$ cat src/design/mpae_pkg.sv
// Shared types, codes and defaults for the max pooling engine.
package mpae_pkg;

  localparam int INPUT_DEPTH  = 4096;
  localparam int OUTPUT_DEPTH = 1024;
  localparam int MAX_KERNEL   = 8;

  localparam logic [1:0] OP_WRITE    = 2'd0;
  localparam logic [1:0] OP_POOL     = 2'd1;
  localparam logic [1:0] OP_BACKWARD = 2'd2;
  localparam logic [1:0] OP_READ     = 2'd3;

  localparam logic [2:0] REG_IN_HEIGHT     = 3'd0;
  localparam logic [2:0] REG_IN_WIDTH      = 3'd1;
  localparam logic [2:0] REG_CHANNEL_COUNT = 3'd2;
  localparam logic [2:0] REG_OUT_HEIGHT    = 3'd3;
  localparam logic [2:0] REG_OUT_WIDTH     = 3'd4;
  localparam logic [2:0] REG_KERNEL_H      = 3'd5;
  localparam logic [2:0] REG_KERNEL_W      = 3'd6;
  localparam logic [2:0] REG_STRIDE        = 3'd7;

  typedef struct packed {
    logic [1:0]         operation;
    logic [11:0]        elem_index;
    logic signed [31:0] sample_value;
    logic [3:0]         batch_index;
    logic [5:0]         out_row;
    logic [5:0]         out_col;
    logic [5:0]         channel;
  } item_t;

  typedef struct packed {
    logic  valid;
    item_t item;
  } head_t;

  typedef struct packed {
    logic [6:0] in_height;
    logic [6:0] in_width;
    logic [6:0] channel_count;
    logic [6:0] out_height;
    logic [6:0] out_width;
    logic [3:0] kernel_h;
    logic [3:0] kernel_w;
    logic [3:0] stride;
  } cfg_t;

  localparam cfg_t CFG_RESET = '{
    in_height: 7'd1, in_width: 7'd1, channel_count: 7'd1,
    out_height: 7'd1, out_width: 7'd1,
    kernel_h: 4'd2, kernel_w: 4'd2, stride: 4'd2
  };

endpackage

$ cat src/design/mpae_if.sv
// Channel interfaces: request, response and register write.
interface mpae_req_if;
  logic               valid;
  logic               ready;
  logic [1:0]         operation;
  logic [11:0]        elem_index;
  logic signed [31:0] sample_value;
  logic [3:0]         batch_index;
  logic [5:0]         out_row;
  logic [5:0]         out_col;
  logic [5:0]         channel;
  modport source (output valid, operation, elem_index, sample_value, batch_index,
                  out_row, out_col, channel, input ready);
  modport sink (input valid, operation, elem_index, sample_value, batch_index,
                out_row, out_col, channel, output ready);
endinterface


$ cat src/design/mpae_front.sv
// Front end: takes request transactions into a two-entry queue.
module mpae_front (
  input  logic           clk,
  input  logic           rst,
  input  logic           clearing,
  mpae_req_if.sink       req,
  output mpae_pkg::head_t head,
  input  logic           pop
);

  mpae_pkg::item_t slots [2];
  mpae_pkg::item_t incoming;
  logic            wr_ptr;
  logic            rd_ptr;
  logic [1:0]      count;
  logic            push;

  assign req.ready = (count != 2'd2) && !clearing;
  assign push      = req.valid && req.ready;

  always_comb begin
    incoming.operation    = req.operation;
    incoming.elem_index   = req.elem_index;
    incoming.sample_value = req.sample_value;
    incoming.batch_index  = req.batch_index;
    incoming.out_row      = req.out_row;
    incoming.out_col      = req.out_col;
    incoming.channel      = req.channel;
  end

  always_ff @(posedge clk) begin
    if (rst) begin
      wr_ptr <= 1'b0;
      rd_ptr <= 1'b0;
      count  <= 2'd0;
    end else begin
      if (push) wr_ptr <= ~wr_ptr;
      if (pop)  rd_ptr <= ~rd_ptr;
      count <= count + {1'b0, push} - {1'b0, pop};
    end
  end

  always_ff @(posedge clk) begin
    if (push) slots[wr_ptr] <= incoming;
  end

  assign head.valid = (count != 2'd0);
  assign head.item  = slots[rd_ptr];

endmodule

$ cat src/flat_wrapper.sv
// flat-port wrapper written by rule: the top's interface ports become plain ports
module mpae_front_flat 
  (clk, rst, clearing, head, pop, req_valid, req_operation, req_elem_index, req_sample_value, req_batch_index, req_out_row, req_out_col, req_channel, req_ready);
  mpae_req_if req_i ();
  input  logic clk;
  input  logic rst;
  input  logic clearing;
  output mpae_pkg::head_t head;
  input  logic pop;
  input wire logic [$bits(req_i.valid)-1:0] req_valid;
  input wire logic [$bits(req_i.operation)-1:0] req_operation;
  input wire logic [$bits(req_i.elem_index)-1:0] req_elem_index;
  input wire logic [$bits(req_i.sample_value)-1:0] req_sample_value;
  input wire logic [$bits(req_i.batch_index)-1:0] req_batch_index;
  input wire logic [$bits(req_i.out_row)-1:0] req_out_row;
  input wire logic [$bits(req_i.out_col)-1:0] req_out_col;
  input wire logic [$bits(req_i.channel)-1:0] req_channel;
  output wire logic [$bits(req_i.ready)-1:0] req_ready;
  assign req_i.valid = req_valid;
  assign req_i.operation = req_operation;
  assign req_i.elem_index = req_elem_index;
  assign req_i.sample_value = req_sample_value;
  assign req_i.batch_index = req_batch_index;
  assign req_i.out_row = req_out_row;
  assign req_i.out_col = req_out_col;
  assign req_i.channel = req_channel;
  assign req_ready = req_i.ready;
  mpae_front u_core (.clk(clk), .rst(rst), .clearing(clearing), .req(req_i), .head(head), .pop(pop));
endmodule
$ cat config.mk
export PLATFORM = sky130hd
export DESIGN_NAME = mpae_front_flat
export DESIGN_NICKNAME = d
export VERILOG_FILES = /design/src/design/mpae_pkg.sv /design/src/design/mpae_if.sv /design/src/design/mpae_front.sv /design/src/flat_wrapper.sv
export SDC_FILE = /design/constraint.sdc
export NUM_CORES = 1
export LEC_CHECK = 0
export ABC_CLOCK_PERIOD_IN_PS = 11700
export BUFFER_PORTS_ARGS = -buffer_cell sky130_fd_sc_hd__buf_2
export CORE_UTILIZATION = 55
export DETAILED_ROUTE_END_ITERATION = 7
export HOLD_SLACK_MARGIN = 0.08
export PLACE_DENSITY = 0.83
export SETUP_SLACK_MARGIN = 0.05
export SKIP_LAST_GASP = 1
export SLEW_MARGIN = 20
export SYNTH_ARGS = -nofsm -noshare
export SYNTH_HDL_FRONTEND = slang
export SYNTH_SLANG_ARGS = --single-unit
$ cat constraint.sdc
create_clock -name clk -period 11.7 [get_ports clk]
set_clock_uncertainty 0.15 [all_clocks]
set_input_delay 0 -clock clk [delete_from_list [all_inputs] [get_ports clk]]
set_output_delay 0 -clock clk [all_outputs]
set_load 0.05 [all_outputs]
==> results of run 1 <==
## kinds of logic after synthesis
| group | after synthesis | synth area share [%] |
|---|---|---|
| xor+xnor | 2 | 0.334 |
| fa+ha+maj | 2 | 0.476 |
| buf+inv | 10 | 1.52 |
| flops | 141 | 79.7 |
| mux | 69 | 16.2 |
| simple gates | 14 | 1.79 |
## through the flow
stage / cell area (um2) / instances
3_5_place_dp: 6070 / 502
2_1_floorplan: 5250 / 238
3_3_place_gp: 6070 / 502
## Yosys cell counts
cell	instances	share of area [%]
nor3b_4	1	0.36
nor3_1	1	0.095
mux2_2	49	11
buf_8	2	0.57
mux2_4	20	5.7
nor2b_1	3	0.36
inv_1	2	0.14
edfxtp_1	136	78
nor2_1	5	0.36
xor2_1	1	0.17
nor2b_4	1	0.26
or2_2	1	0.12
xnor2_1	1	0.17
and2_1	2	0.24
ha_1	2	0.48
buf_2	4	0.38
buf_6	2	0.43
dfxtp_1	5	1.9
==> metrics.md, run 1 <==
| Metric | Value |
|---|---|
| Starting Density | `56.8%` |
| Status | `aborted with a tool error` |
| Synth Instances | `238` |
| CTS Root Buffer Type | `clkbuf_8` |
| Postcts setup bufs | `0` |
| Yosys cell types | `18` |
| CTS max path bufs | `2` |
| Num CTS Buffers | `17` |
| YS warnings | `0` |
| Syn Area/Cell | `22.1 um2` |
| Clk sinks | `141` |
| Die Width | `99.7 um` |
| Cts hold-fix bufs | `107` |
| Post-synthesis net count | `313` |
| Post-DP HPWL | `5330 um` |
| DP Worst Slack | `9.05 ns` |
| CTS H-tree lvls | `4` |
| Mapped Area | `5250 um2` |
| Yosys reg bits | `141` |
| Post-synthesis sequential area ratio | `79.7%` |
| I/O Pins | `143` |
| Fail Step | `clock tree synthesis (4_1_cts)` |
| Row count | `35` |
| Die H | `99.7 um` |
| Tool Error | `[ERROR RSZ-0060] Max buffer count reached.` |
| # resized after CTS | `0` |
| Port Buf Inserts | `142` |
| GP Congestion | `0.657` |
==> run 2, diff against run 1 <==
--- a/config.mk
+++ b/config.mk
@@ -7,11 +7,9 @@
 export LEC_CHECK = 0
 export ABC_CLOCK_PERIOD_IN_PS = 11700
 export BUFFER_PORTS_ARGS = -buffer_cell sky130_fd_sc_hd__buf_2
-export CORE_UTILIZATION = 55
+export CORE_UTILIZATION = 40
 export DETAILED_ROUTE_END_ITERATION = 7
-export HOLD_SLACK_MARGIN = 0.08
-export PLACE_DENSITY = 0.83
-export SETUP_SLACK_MARGIN = 0.05
+export PLACE_DENSITY_LB_ADDON = 0.15
 export SKIP_LAST_GASP = 1
 export SLEW_MARGIN = 20
 export SYNTH_ARGS = -nofsm -noshare
==> run 2 against run 1 <==
Area after synthesis did not move. Synthesized cell count did not move. The run now ends clean.
==> metrics.md, run 2 <==
| Metric | Value |
|---|---|
| Status | `complete, no violations` |
| Fmax | `436 MHz` |
| Initial antenna violation count | `0` |
| Post-synth top area cell | `edfxtp_1` |
| Num CTS Buffers | `17 (unchanged)` |
| Delay-heaviest family, CP | `simple AND/OR/NAND/NOR gates` |
| Hold depth | `3` |
| Antenna Cells | `0` |
| I/O Pins | `143 (unchanged)` |
| Most numerous cell in the Yosys netlist | `edfxtp_1` |
| Worst setup EP type | `flop` |
| RR Endpoint | `u_core.slots[0][48]$_DFFE_PP_` |
| R2r setup slk | `9.41 ns` |
| Grt ovf | `0` |
| GRT met3 Usage | `5.29%` |
| Number of flip-flops under the largest register name | `136` |
| Starting Density | `41.3% (-16 points)` |
| # DRC | `0` |
| Via count | `2881` |
| RSZ-0062 raised after global routing | `no` |
| Reg2Reg Depth | `4` |
| Slowest CP cell | `buf_4` |
| Worst-case hold slack | `0.0388 ns` |
| CTS tree | `done` |
| Final Worst Setup Slack | `9.41 ns` |
| Synth Flop Type | `edfxtp_1` |
| Total wire length | `9220 um` |
| Iteration-0 DRC Markers | `112` |
| Commonest non-fill, non-tap cell in the layout | `buf_2` |
| Hold Startpoint | `req_valid` |
| Slew margin rel. | `29.7%` |
| Crit-path cells | `nor2b_4 > nor3b_4 > nor2b_4 > buf_4` |
| Pint | `0.962 mW` |
| Post-DRT Antenna Nets | `0` |
| CP Class | `flop to flop` |
| Power density cells | `174 nW/um2` |
| CTS Root Buffer Type | `clkbuf_16` |
| Vias in the first global route | `2903` |
| Post-synthesis net count | `313 (unchanged)` |
| Fin. Hold Viols | `0` |
| Switch Pwr | `0.322 mW` |
| Post-synth top cells | `edfxtp_1, mux2_2, mux2_4, dfxtp_1, nor2_1` |
| Clk sinks | `141 (unchanged)` |
| GR Util met2 | `24.2%` |
| Largest stage delay, worst path | `0.69 ns` |
| Share of layout cells above drive strength 1 | `50.0%` |
| Clock Latency Late Sink | `0.41 ns` |
| Sw frac | `25.1%` |
| Worst path arrival time | `2.18 ns` |
| Crit path time final | `2.29 ns` |
| Final total power | `1.28 mW` |
| Post-synth ARST share | `0% (unchanged)` |
| Synth area leaders | `edfxtp_1, mux2_2, mux2_4, dfxtp_1, buf_8` |
| Final net count | `540` |
| Most frequent cells in the layout | `buf_2, edfxtp_1, dlygate4sd3_1` |
| Mapped Area | `5250 um2 (unchanged)` |
| Required time of the critical path | `11.58 ns` |
| Post-synthesis sequential area ratio | `79.7% (unchanged)` |
| Die ar. | `13600 um2` |
| Worst-Margin Slew | `1.05 ns` |
| Clk slew on worst S/H paths | `0.05 ns` |
| Synth Instances | `238 (unchanged)` |
| Vias/cell | `4.43` |
| Biggest register | `u_core.slots` |
| Hold Crit Class | `primary input to flop` |
| Clock power share | `37.4%` |
| Postcts setup bufs | `0 (unchanged)` |
| P&R area growth vs syn | `40.6%` |
| Fin util | `58.1%` |
| WHS Endpoint | `u_core.slots[0][23]$_DFFE_PP_` |
| # resized after CTS | `0 (unchanged)` |
| Yosys cell types | `18 (unchanged)` |
| Post-DP HPWL | `5280 um (-1.0%)` |
| CTS max path bufs | `2 (unchanged)` |
| R2r startpoint | `u_core.count[1]$_SDFF_PP0_` |
| Top Registers | `u_core.slots: 136 flops, u_core.count: 2 flops` |
| All-Layer GR Usage | `14.2%` |
| Port Buf Inserts | `142 (unchanged)` |
| First-pass GRT wire length | `13800 um` |
| Wirelength per Cell | `14.2 um` |
| Crit-path most repeated cell | `nor2b_4` |
| Sum of negative setup slack | `0 ns` |
| Grt peak-use layer | `met2` |
| Final setup vio count | `0` |
| Sequential share of power | `46.6%` |
| Final Cycle Share | `19.6%` |
| Max IR drop VDD | `0.0000911 V` |
| Largest net degree at the start of global routing | `69` |
| Max-Cap Viols | `0` |
| Worst-path fanout max | `59` |
| Crit path buffers/inverters | `1` |
| Yosys reg bits | `141 (unchanged)` |
| DP Worst Slack | `9.31 ns (+0.261 ns)` |
| CP Launch Type | `flop` |
| Slew Limit Fails | `0` |
| Share of the synthesized area in the top cell type | `77.8% (unchanged)` |
| Total core area | `12700 um2` |
| Fill count | `1048` |
| GP Congestion | `0.672 (+2.3%)` |
| CTS H-tree lvls | `4 (unchanged)` |
| Drt pass-1 iters | `4` |
| Comb power frac | `15.9%` |
| YS warnings | `0 (unchanged)` |
| GR Util met1 | `15.4%` |
| Die Width | `117 um (+17%)` |
| Syn Area/Cell | `22.1 um2 (unchanged)` |
| P_leak | `2.82 nW` |
| Post-synth EDFFs | `136 (unchanged)` |
| Die H | `117 um (+17%)` |
| Row count | `41 (+17%)` |
## run 2: power by group through the flow
stage | Sequential [mW] | Combinational, mW | Clock [mW]
floorplan | 0.599 | 0.154 | 0
global placement | 0.609 | 0.187 | 0
detailed placement | 0.610 | 0.188 | 0
CTS | 0.600 | 0.208 | 0.492
global route | 0.602 | 0.217 | 0.513
finish | 0.599 | 0.205 | 0.480
## run 2: cell type report
class | count | area [um2] | share of cell area [%]
clock buffer | 30 | 494 | 6.69
inverter | 2 | 7.51 | 0.102
timing repair buffer | 216 | 1450 | 19.6
tap | 172 | 215 | 2.91
multi-input combinational | 87 | 998 | 13.5
clock inverter | 2 | 35.0 | 0.474
sequential | 141 | 4190 | 56.7
## run 2: repair_timing
item                                    CTS  global route
endpoints found under the setup margin    0             0
hold buffers                             73             0
hold endpoints to repair                150             0
## run 2: worst max path at each step
stage | startpoint | slack [ns] | to | cells after the start
2_1_floorplan | u_core.count[1]$_SDFF_PP0_ | 7.35 | u_core.slots[0][0]$_DFFE_PP_ | 3
3_3_place_gp | u_core.count[1]$_SDFF_PP0_ | 9.36 | u_core.slots[0][48]$_DFFE_PP_ | 4
3_5_place_dp | u_core.count[1]$_SDFF_PP0_ | 9.31 | u_core.slots[0][53]$_DFFE_PP_ | 4
4_1_cts | u_core.count[1]$_SDFF_PP0_ | 9.32 | u_core.slots[0][54]$_DFFE_PP_ | 4
5_1_grt | u_core.count[1]$_SDFF_PP0_ | 9.21 | u_core.slots[0][62]$_DFFE_PP_ | 4
6_report | u_core.count[1]$_SDFF_PP0_ | 9.41 | u_core.slots[0][48]$_DFFE_PP_ | 4
## run 2: cell families after synthesis
group	after synthesis	share of synthesized area [%]
flops	141	79.7
mux	69	16.2
simple gates	14	1.79
buf+inv	10	1.52
xor+xnor	2	0.334
fa+ha+maj	2	0.476
## run 2: through the flow
step,std cells,cell area (um2)
2_1_floorplan,238,5250
3_3_place_gp,545,6130
3_5_place_dp,545,6130
4_1_cts,650,7390
5_1_grt,650,7390
6_report,650,7390
## run 2: layer usage
metal / vias to the layer above / share of wire, %
li1: 1390 / -
met1: 1372 / 40
met2: 100 / 51
met3: 19 / 6.7
met4: 0 / 2.2
met5: - / 0
## run 2: worst reg2reg max path, delay by kind of cell, from the launching register on
family	cells	cell delay [ns]
DFF	1	0.33
buffers and inverters	1	0.70
and+or+nand+nor	3	0.71
Note: power is estimated with default switching activity, not from simulation.
